[config.mk]
export PLATFORM = sky130hd
export DESIGN_NAME = two_channel_pid_with_clamped_integral
export DESIGN_NICKNAME = d
export VERILOG_FILES = /design/src/hw/rtl/tcpid_pkg.sv /design/src/hw/rtl/two_channel_pid_with_clamped_integral.sv /design/src/hw/rtl/tcpid_div.sv /design/src/hw/rtl/tcpid_dp.sv /design/src/hw/rtl/tcpid_ctrl.sv
export VERILOG_INCLUDE_DIRS = /design/src /design/src/hw/rtl
export SDC_FILE = /design/constraint.sdc
export NUM_CORES = 2
export LEC_CHECK = 0
export BUFFER_PORTS_ARGS = -buffer_cell sky130_fd_sc_hd__buf_2
export CELL_PAD_IN_SITES_DETAIL_PLACEMENT = 2
export CELL_PAD_IN_SITES_GLOBAL_PLACEMENT = 2
export CORE_MARGIN = 4
export CORE_UTILIZATION = 46
export CTS_CLUSTER_SIZE = 20
export DETAILED_ROUTE_END_ITERATION = 6
export GPL_TIMING_DRIVEN = 0
export PLACE_DENSITY_LB_ADDON = 0.3
export SYNTH_ARGS = -nofsm -noshare
export SYNTH_HDL_FRONTEND = slang
export SYNTH_SLANG_ARGS = --single-unit
[constraint.sdc]
create_clock -name clk -period 17.1 [get_ports clk]
set_clock_uncertainty 0.15 [all_clocks]
set_input_delay 3.42 -clock clk [delete_from_list [all_inputs] [get_ports clk]]
set_output_delay 3.42 -clock clk [all_outputs]
set_load 0.01 [all_outputs]
[src/hw/rtl/two_channel_pid_with_clamped_integral_macros.svh]
// Assertion macros shared by the PID block.
`ifndef TWO_CHANNEL_PID_WITH_CLAMPED_INTEGRAL_MACROS_SVH
`define TWO_CHANNEL_PID_WITH_CLAMPED_INTEGRAL_MACROS_SVH
`define PID_ASSERT_IMP(label, clk, rst_n, a, c) \
label: assert property (@(posedge clk) disable iff (!rst_n) (a) |-> (c)) \
else $error("assertion failed");
`define PID_ASSERT_NXT(label, clk, rst_n, a, c) \
label: assert property (@(posedge clk) disable iff (!rst_n) (a) |=> (c)) \
else $error("assertion failed");
`endif

[src/hw/rtl/tcpid_pkg.sv]
`default_nettype none
package tcpid_pkg;
	localparam int unsigned ErrRecip = 83887;
	localparam int unsigned ErrShift = 23;

	localparam logic [2:0] RegGainPHigh = 3'd0;
	localparam logic [2:0] RegGainIHigh = 3'd1;
	localparam logic [2:0] RegGainDHigh = 3'd2;
	localparam logic [2:0] RegGainPLow = 3'd3;
	localparam logic [2:0] RegGainILow = 3'd4;
	localparam logic [2:0] RegGainDLow = 3'd5;
	localparam logic [2:0] RegDriveLimit = 3'd6;
	localparam logic [2:0] RegTimeStep = 3'd7;

	typedef enum logic [3:0] {
		CMD_NONE,
		CMD_LOAD,
		CMD_ERR_DIV,
		CMD_DER_DIV,
		CMD_MUL_P,
		CMD_MUL_I,
		CMD_MUL_D,
		CMD_SUM_INT,
		CMD_CLAMP_DIV,
		CMD_FINISH
	} cmd_t;

	typedef struct packed {
		cmd_t cmd;
		logic div_start;
	} ctrl_t;

	typedef struct packed {
		logic div_busy;
		logic gi_zero;
	} stat_t;
endpackage
`default_nettype wire

[src/hw/rtl/two_channel_pid_with_clamped_integral.sv]
// An accepted word runs through two serial divisions (error change by time step, integral
// bound), the second skipped when the integral gain is zero, while the error division by
// 100 is a reciprocal multiply. The block takes no new word until the last one is done,
// and a held result stalls the next input. Reset: asynchronous, active low; gains clear,
// drive limit 12000, time step 655, integrals and previous errors clear.
`default_nettype none
module two_channel_pid_with_clamped_integral #(
	parameter int unsigned CHANNELS = 2
) (
	input  wire logic               clk,
	input  wire logic               arst_n,
	input  wire logic               in_valid,
	output logic                    in_stall,
	input  wire logic               link_select,
	input  wire logic signed [15:0] target_position,
	input  wire logic signed [15:0] measured_position,
	input  wire logic               clear_integral,
	output logic                    out_valid,
	input  wire logic               out_stall,
	output logic signed [15:0]      drive,
	input  wire logic               cfg_valid,
	output logic                    cfg_ready,
	input  wire logic [2:0]         cfg_index,
	input  wire logic [15:0]        cfg_data
);
	logic [15:0] gain_q [6];
	logic [14:0] limit_q;
	logic [15:0] step_q;
	tcpid_pkg::ctrl_t ctrl;
	tcpid_pkg::stat_t stat;

	assign cfg_ready = 1'b1;

	always_ff @(posedge clk or negedge arst_n) begin
		if (!arst_n) begin
			for (int i = 0; i < 6; i++) gain_q[i] <= '0;
			limit_q <= 15'd12000;
			step_q <= 16'd655;
		end else if (cfg_valid) begin
			if (cfg_index == tcpid_pkg::RegDriveLimit) limit_q <= cfg_data[14:0];
			else if (cfg_index == tcpid_pkg::RegTimeStep) step_q <= cfg_data;
			else gain_q[cfg_index] <= cfg_data;
		end
	end

	tcpid_ctrl u_ctrl (
		.clk(clk), .arst_n(arst_n), .in_valid(in_valid), .in_stall(in_stall),
		.out_valid(out_valid), .out_stall(out_stall), .stat(stat), .ctrl(ctrl)
	);

	tcpid_dp #(.CHANNELS(CHANNELS)) u_dp (
		.clk(clk), .arst_n(arst_n), .ctrl(ctrl), .stat(stat),
		.link_select(link_select), .target_position(target_position),
		.measured_position(measured_position), .clear_integral(clear_integral),
		.gain_p(link_select ? gain_q[tcpid_pkg::RegGainPLow] : gain_q[tcpid_pkg::RegGainPHigh]),
		.gain_i(link_select ? gain_q[tcpid_pkg::RegGainILow] : gain_q[tcpid_pkg::RegGainIHigh]),
		.gain_d(link_select ? gain_q[tcpid_pkg::RegGainDLow] : gain_q[tcpid_pkg::RegGainDHigh]),
		.drive_limit(limit_q), .time_step(step_q), .drive(drive)
	);
endmodule
`default_nettype wire

[src/hw/rtl/tcpid_div.sv]
`default_nettype none
// Restoring divider on magnitudes, one quotient bit per cycle.
module tcpid_div (
	input  wire logic        clk,
	input  wire logic        arst_n,
	input  wire logic        start,
	input  wire logic [47:0] dividend,
	input  wire logic [23:0] divisor,
	output logic             busy,
	output logic [47:0]      quotient
);
	logic [5:0]  cnt_q;
	logic [23:0] rem_q;
	logic [47:0] quo_q;
	logic [23:0] dvs_q;
	logic [24:0] trial;

	assign trial = {rem_q, quo_q[47]} - {1'b0, dvs_q};
	assign busy = (cnt_q != 6'd0);
	assign quotient = quo_q;

	always_ff @(posedge clk or negedge arst_n) begin
		if (!arst_n) begin
			cnt_q <= 6'd0;
		end else if (start) begin
			cnt_q <= 6'd48;
		end else if (busy) begin
			cnt_q <= cnt_q - 6'd1;
		end
	end

	always_ff @(posedge clk) begin
		if (start) begin
			rem_q <= '0;
			quo_q <= dividend;
			dvs_q <= divisor;
		end else if (busy) begin
			if (!trial[24]) begin
				rem_q <= trial[23:0];
				quo_q <= {quo_q[46:0], 1'b1};
			end else begin
				rem_q <= {rem_q[22:0], quo_q[47]};
				quo_q <= {quo_q[46:0], 1'b0};
			end
		end
	end
endmodule
`default_nettype wire

[src/hw/rtl/tcpid_dp.sv]
`default_nettype none
module tcpid_dp #(
	parameter int unsigned CHANNELS = 2
) (
	input  wire logic               clk,
	input  wire logic               arst_n,
	input  wire tcpid_pkg::ctrl_t   ctrl,
	output tcpid_pkg::stat_t        stat,
	input  wire logic               link_select,
	input  wire logic signed [15:0] target_position,
	input  wire logic signed [15:0] measured_position,
	input  wire logic               clear_integral,
	input  wire logic [15:0]        gain_p,
	input  wire logic [15:0]        gain_i,
	input  wire logic [15:0]        gain_d,
	input  wire logic [14:0]        drive_limit,
	input  wire logic [15:0]        time_step,
	output logic signed [15:0]      drive
);
	localparam int unsigned ChW = (CHANNELS > 1) ? $clog2(CHANNELS) : 1;

	logic signed [31:0] integ_q [CHANNELS];
	logic signed [15:0] last_q [CHANNELS];
	logic [ChW-1:0]     ch_q;
	logic signed [16:0] diff_q;
	logic signed [15:0] err_q;
	logic signed [15:0] der_q;
	logic signed [31:0] sum_q;
	logic signed [15:0] gp_q, gi_q, gd_q;
	logic signed [47:0] acc_q;
	logic signed [15:0] mop_a;
	logic signed [31:0] mop_b;
	logic signed [47:0] prod;
	logic [47:0]        dvd;
	logic [23:0]        dvs;
	logic               neg;
	logic               neg_q;
	logic               div_busy;
	logic [47:0]        quo;
	logic signed [48:0] qs;
	logic signed [17:0] dd;
	logic [15:0]        ts_eff;
	logic signed [48:0] nsum_full;
	logic signed [48:0] nsum_q;
	logic signed [47:0] dv;
	logic signed [47:0] lim48;
	logic signed [48:0] maxs;
	logic signed [48:0] ns;
	logic [15:0]        gi_mag;
	logic [ChW-1:0]     ch_d;
	logic [16:0]        dmag;
	logic [33:0]        eprod;
	logic [15:0]        emag;

	assign ts_eff = (time_step == 16'd0) ? 16'd1 : time_step;
	assign dd = 18'(err_q) - 18'(last_q[ch_q]);
	assign gi_mag = gi_q[15] ? 16'(-gi_q) : gi_q;
	assign ch_d = (32'(link_select) < CHANNELS) ? ChW'(link_select) : ChW'(CHANNELS - 1);

	assign dmag = diff_q[16] ? 17'(-diff_q) : 17'(diff_q);
	assign eprod = 34'(dmag) * 34'(tcpid_pkg::ErrRecip);
	assign emag = 16'(eprod >> tcpid_pkg::ErrShift);

	always_comb begin
		dvd = '0;
		dvs = 24'd1;
		neg = 1'b0;
		case (ctrl.cmd)
			tcpid_pkg::CMD_DER_DIV: begin
				neg = dd[17];
				dvd = {14'd0, 18'(dd[17] ? -dd : dd), 16'd0};
				dvs = 24'(ts_eff);
			end
			tcpid_pkg::CMD_CLAMP_DIV: begin
				dvd = {25'd0, drive_limit, 8'd0};
				dvs = 24'(gi_mag);
			end
			default: begin
			end
		endcase
	end

	tcpid_div u_div (
		.clk(clk), .arst_n(arst_n), .start(ctrl.div_start),
		.dividend(dvd), .divisor(dvs), .busy(div_busy), .quotient(quo)
	);

	always_comb begin
		mop_a = gp_q;
		mop_b = 32'(err_q);
		case (ctrl.cmd)
			tcpid_pkg::CMD_MUL_I: begin
				mop_a = gi_q;
				mop_b = sum_q;
			end
			tcpid_pkg::CMD_MUL_D: begin
				mop_a = gd_q;
				mop_b = 32'(der_q);
			end
			default: begin
			end
		endcase
	end
	assign prod = 48'(mop_a) * 48'(mop_b);

	assign qs = neg_q ? -49'(quo) : 49'(quo);
	assign nsum_full = (49'(sum_q) <<< 16) + 49'(err_q) * 49'($signed({1'b0, ts_eff}));
	assign lim48 = 48'($signed({1'b0, drive_limit}));
	assign dv = (acc_q < 0) ? -((-acc_q) >>> 8) : (acc_q >>> 8);
	assign maxs = 49'(quo);
	assign ns = nsum_q;

	assign stat.div_busy = div_busy;
	assign stat.gi_zero = (gi_q == 16'sd0);

	always_ff @(posedge clk or negedge arst_n) begin
		if (!arst_n) begin
			for (int i = 0; i < CHANNELS; i++) begin
				integ_q[i] <= '0;
				last_q[i] <= '0;
			end
		end else begin
			case (ctrl.cmd)
				tcpid_pkg::CMD_LOAD: begin
					if (clear_integral) begin
						integ_q[ch_d] <= '0;
					end
				end
				tcpid_pkg::CMD_FINISH: begin
					if (stat.gi_zero) begin
						integ_q[ch_q] <= (nsum_q > 49'sh7FFFFFFF) ? 32'sh7FFFFFFF :
							(nsum_q < -49'sh80000000) ? 32'sh80000000 : nsum_q[31:0];
					end else if (ns > maxs) begin
						integ_q[ch_q] <= 32'(maxs);
					end else if (ns < -maxs) begin
						integ_q[ch_q] <= 32'(-maxs);
					end else begin
						integ_q[ch_q] <= nsum_q[31:0];
					end
					last_q[ch_q] <= err_q;
				end
				default: begin
				end
			endcase
		end
	end

	always_ff @(posedge clk) begin
		if (ctrl.div_start) begin
			neg_q <= neg;
		end
		case (ctrl.cmd)
			tcpid_pkg::CMD_LOAD: begin
				ch_q <= ch_d;
				diff_q <= 17'(target_position) - 17'(measured_position);
				sum_q <= clear_integral ? 32'sd0 : integ_q[ch_d];
				gp_q <= gain_p;
				gi_q <= gain_i;
				gd_q <= gain_d;
			end
			tcpid_pkg::CMD_ERR_DIV: begin
				err_q <= diff_q[16] ? 16'(-emag) : emag;
			end
			tcpid_pkg::CMD_MUL_P: begin
				der_q <= (qs > 49'sd32767) ? 16'sh7FFF :
					(qs < -49'sd32768) ? 16'sh8000 : qs[15:0];
				acc_q <= prod;
				nsum_q <= (nsum_full < 0) ? -((-nsum_full) >>> 16) : (nsum_full >>> 16);
			end
			tcpid_pkg::CMD_MUL_I: begin
				acc_q <= acc_q + prod;
			end
			tcpid_pkg::CMD_MUL_D: begin
				acc_q <= acc_q + prod;
			end
			tcpid_pkg::CMD_SUM_INT: begin
				drive <= (dv > lim48) ? 16'(lim48) : (dv < -lim48) ? 16'(-lim48) : dv[15:0];
			end
			default: begin
			end
		endcase
	end
endmodule
`default_nettype wire

[src/hw/rtl/tcpid_ctrl.sv]
`default_nettype none
`include "two_channel_pid_with_clamped_integral_macros.svh"
module tcpid_ctrl (
	input  wire logic             clk,
	input  wire logic             arst_n,
	input  wire logic             in_valid,
	output logic                  in_stall,
	output logic                  out_valid,
	input  wire logic             out_stall,
	input  wire tcpid_pkg::stat_t stat,
	output tcpid_pkg::ctrl_t      ctrl
);
	typedef enum logic [3:0] {
		S_IDLE, S_ERR_GO, S_DER_GO, S_DER_WAIT,
		S_MP, S_MI, S_MD, S_SUM, S_CL_GO, S_CL_WAIT, S_FIN
	} state_t;

	state_t state_q;
	logic   out_valid_q;

	assign out_valid = out_valid_q;
	assign in_stall = (state_q != S_IDLE) || (out_valid_q && out_stall);

	always_comb begin
		ctrl.cmd = tcpid_pkg::CMD_NONE;
		ctrl.div_start = 1'b0;
		case (state_q)
			S_IDLE: begin
				if (!in_stall && in_valid) begin
					ctrl.cmd = tcpid_pkg::CMD_LOAD;
				end
			end
			S_ERR_GO: ctrl.cmd = tcpid_pkg::CMD_ERR_DIV;
			S_DER_GO: begin
				ctrl.cmd = tcpid_pkg::CMD_DER_DIV;
				ctrl.div_start = 1'b1;
			end
			S_MP: ctrl.cmd = tcpid_pkg::CMD_MUL_P;
			S_MI: ctrl.cmd = tcpid_pkg::CMD_MUL_I;
			S_MD: ctrl.cmd = tcpid_pkg::CMD_MUL_D;
			S_SUM: ctrl.cmd = tcpid_pkg::CMD_SUM_INT;
			S_CL_GO: begin
				ctrl.cmd = tcpid_pkg::CMD_CLAMP_DIV;
				ctrl.div_start = 1'b1;
			end
			S_FIN: ctrl.cmd = tcpid_pkg::CMD_FINISH;
			default: begin
			end
		endcase
	end

	always_ff @(posedge clk or negedge arst_n) begin
		if (!arst_n) begin
			state_q <= S_IDLE;
			out_valid_q <= 1'b0;
		end else begin
			if (out_valid_q && !out_stall) begin
				out_valid_q <= 1'b0;
			end
			case (state_q)
				S_IDLE: if (!in_stall && in_valid) state_q <= S_ERR_GO;
				S_ERR_GO: state_q <= S_DER_GO;
				S_DER_GO: state_q <= S_DER_WAIT;
				S_DER_WAIT: if (!stat.div_busy) state_q <= S_MP;
				S_MP: state_q <= S_MI;
				S_MI: state_q <= S_MD;
				S_MD: state_q <= S_SUM;
				S_SUM: state_q <= stat.gi_zero ? S_FIN : S_CL_GO;
				S_CL_GO: state_q <= S_CL_WAIT;
				S_CL_WAIT: if (!stat.div_busy) state_q <= S_FIN;
				S_FIN: begin
					state_q <= S_IDLE;
					out_valid_q <= 1'b1;
				end
				default: state_q <= S_IDLE;
			endcase
		end
	end

	`PID_ASSERT_IMP(a_busy_idle, clk, arst_n, state_q == S_IDLE, !stat.div_busy)
	`PID_ASSERT_NXT(a_fin_valid, clk, arst_n, state_q == S_FIN, out_valid_q)
	`PID_ASSERT_IMP(a_no_accept, clk, arst_n, state_q != S_IDLE, in_stall)
endmodule
`default_nettype wire
==> qor.yml <==
clock_network:
  tritoncts: "built"
  cts.sinks: 566
  cts_buffers: 72
  clk_latency_ps: 740
  cts_root_buf: "clkbuf_16"
  cts_max_path_buffers: 3
  cts.clk_slew.worst_paths_ps: 70
  htree_levels: 3
  cts.repair.resized: 0
  cts_hold_buffers: 0
  cts_setup_buffers: 0
sta:
  max_slew_margin: -0.005692
  rsz0062_at_grt: "false"
  finalMaxSlewViolations: 11
  tightestPinTransition_ps: 1509
  finalSetupViolations: 0
  setup_ws_ps: 847.2
  fin_crit_sh: 0.9505
  clock.fmax_mhz: 61.53
  timing_hold_violations_final: 0
  fin_crit_ps: 16250
  fin_setup_tns_ps: 0
critical_path:
  slowest_stage: "a2111oi_0"
  path_buf_inv: 9
  crit_top_cell: "fa_1"
  arrival_ps: 16550
  crit_fanout: 10
  cp-start-kind: "flop"
  required_ps: 17400
  worstSetupPathType: "reg2reg"
  crit_family: "adder cells"
  end_kind: "flop"
  max_stage_delay_ps: 1050
drt:
  dr_total_vias: 68580
  drt_wl_total_um: 380200
  routedWlPerCell_um: 37.00
  postRouteAntennaNets: 0
  drt_iter0_drc: 7183
  drcViolationCount: 0
  viasPerCell: 6.675
  firstDrtPassIters: 6
global_routing:
  grt_pass1_wl_um: 551900
  grt_max_degree: 125
  antenna_found_initial: 39
  grt_pass1_vias: 78270
  grt.total_usage: 0.4601
  grt_overflow_total: 0
outcome:
  violations: "max-capacitance violations, max-slew violations"
  status: "finished with violations"
synthesis:
  synth-simple-area-share: 0.1518
  syn_area_per_cell_um2: 9.109
  yosys.cell_types.count: 102
  synth_nets: 9540
  synthMuxAreaShare: 0.04499
  ys_ff_latch: 566
  yosys_warnings: 0
  synthAdderAreaFrac: 0.3467
  synth_compound_area_frac: 0.1172
  synthXorXnorAreaFrac: 0.04383
  synth.area.top_cells: "fa_1, edfxtp_1, ha_1, dfrtp_1, inv_1"
  synth_edf_count: 308
  yosys.area.top_type: "fa_1"
  synth_top_cell_area_share: 0.2273
  synth_top_family_by_area: "adder cells"
  synth_seq_area_share: 0.2150
  synth_top_flop_cell: "edfxtp_1"
  synthArstFlopShare: 0.4134
  syn_area_um2: 72560
  netlist_instances: 7966
pwr:
  power_density_nw_per_um2: 184.0
  p_leak_nw: 36.61
  ir_drop_uv: 551.5
final_layout:
  num-fill-cells: 16630
  final_layout_size_suffix_gt1_frac: 0.06116
  finalNetCount: 9706
  area_growth_syn_to_layout_pct: 8.150
placement:
  io_buffer_count: 70
  gp_congestion: 0.9672
  pre_cts_ws_ps: 2197
  hpwl_um: 271600
run:
  maxCapViolCount: 1
floorplanning:
  initial_core_util: 0.4634
  core_um2: 156600
  num_rows: 145
  dieArea_um2: 164200
  io_pins: 77
  die_h_um: 405.2
  die_w_um: 405.2
hold_path:
  worstHoldPathType: "reg2reg"
==> final timing paths <==
kind / start / to / slack [ps] / cells past startpoint
max in group asynchronous: arst_n / gain_q[19]$_DFFE_PN0P_ / 12960 / 3
min in group asynchronous: arst_n / u_ctrl.out_valid$_DFFE_PN0P_ / 2340 / 1
min: u_dp.last_q[12]$_DFFE_PN0P_ / u_dp.last_q[12]$_DFFE_PN0P_ / 330 / 2
max: u_ctrl.state_q[3]$_DFFE_PN0P_ / u_dp.acc_q[47]$_DFFE_PP_ / 850 / 42
max reg2reg: u_ctrl.state_q[3]$_DFFE_PN0P_ / u_dp.acc_q[47]$_DFFE_PP_ / 850 / 42
min reg2reg: u_dp.last_q[12]$_DFFE_PN0P_ / u_dp.last_q[12]$_DFFE_PN0P_ / 330 / 2
==> stage by stage <==
| stage | power [mW] | hold slack (ps) | utilization | std cells | area, um^2 |
|---|---|---|---|---|---|
| after global placement | 10.89 | 305.6 | 0.4821 | 10090 | 75480 |
| final | 14.44 | 334.2 | 0.5012 | 10280 | 78470 |
| after CTS | 14.04 | 328.7 | 0.5006 | 10250 | 78380 |
| after global routing | 15.08 | 377.6 | 0.5009 | 10260 | 78430 |
| after floorplan | 8.494 | 294.4 | - | 7966 | 72560 |
| after detailed placement | 11.70 | 315.1 | 0.4847 | 10110 | 75890 |
==> cell usage after synthesis, types with 109 or more instances <==
cell type  number
ha_1          692
clkbuf_1      309
xnor2_1       253
dfrtp_1       221
a21oi_1       315
and2_1        137
fa_1          824
nand2_1       971
mux2i_1       109
edfxtp_1      308
mux2_2        193
nor3_1        116
inv_1        1200
o21ai_0       282
a21o_1        151
nor2_1        586
==> worst reg2reg max path, delay by kind of cell, from the launching register on <==
| kind | cells | cell delay [ps] |
|---|---|---|
| simple gates | 16 | 4370 |
| fa+ha+maj | 8 | 4470 |
| xor+xnor | 2 | 620 |
| buf+inv | 9 | 3140 |
| flops | 1 | 410 |
| compound gates | 7 | 2820 |
==> cells by family (layout without fill, tap and decap cells) <==
logic type,Yosys count,in the layout
simple gates,2387,2387
other cells,1,26
flops,566,566
compound gates,1288,1288
mux,302,302
buf+inv,1545,1771
fa+ha+maj,1516,1516
xor+xnor,361,361
==> layout make-up <==
class                   count  area (um^2)  area share
clock buffers              92         1958     0.02495
inverters                1203         4516     0.05754
plain buffers             342         1324     0.01687
flip-flops and latches    566        15600      0.1988
well taps                2058         2575     0.03281
clock inverters            42        539.3    0.006872
diodes                     25        62.56   0.0007972
multi-input cells        5855        51190      0.6523
repair buffers             92        708.2    0.009025
==> flip-flops by register name, summed over array words and instances (netlist names), 17 cells and up <==
| signal | flops |
|---|---|
| gain_q | 96 |
| u_dp.acc_q | 48 |
| u_dp.diff_q | 17 |
| u_dp.integ_q | 64 |
| u_dp.last_q | 32 |
| u_dp.ns | 49 |
| u_dp.sum_q | 32 |
| u_dp.u_div.quotient | 48 |
| u_dp.u_div.rem_q | 24 |
==> layout by cell type, fill, tap and decap left out, types with 109 or more instances in the layout <==
cell	n
and2_1	137
xnor2_1	253
nor3_1	113
clkbuf_1	322
o21ai_0	282
nor2_1	584
inv_1	1200
nand2_1	970
dfrtp_1	221
a21o_1	151
ha_1	692
edfxtp_1	308
fa_1	824
mux2_2	193
mux2i_1	109
a21oi_1	312
==> metal layers <==
metal	GRT usage	routed length [um]	up-vias	part of all wire
met2	0.7274	172200	4520	0.45
met1	0.5041	130700	35120	0.34
li1	-	-	26810	-
met3	0.1581	39330	2102	0.10
met5	0.02290	692	-	0.0018
met4	0.3645	37250	36	0.098
==> where the power goes <==
part	switching (mW)	internal (mW)
sequential	0.236	1.79
clock	0.788	0.924
combinational	7.20	3.50
Note: power is estimated with default switching activity, not from simulation.
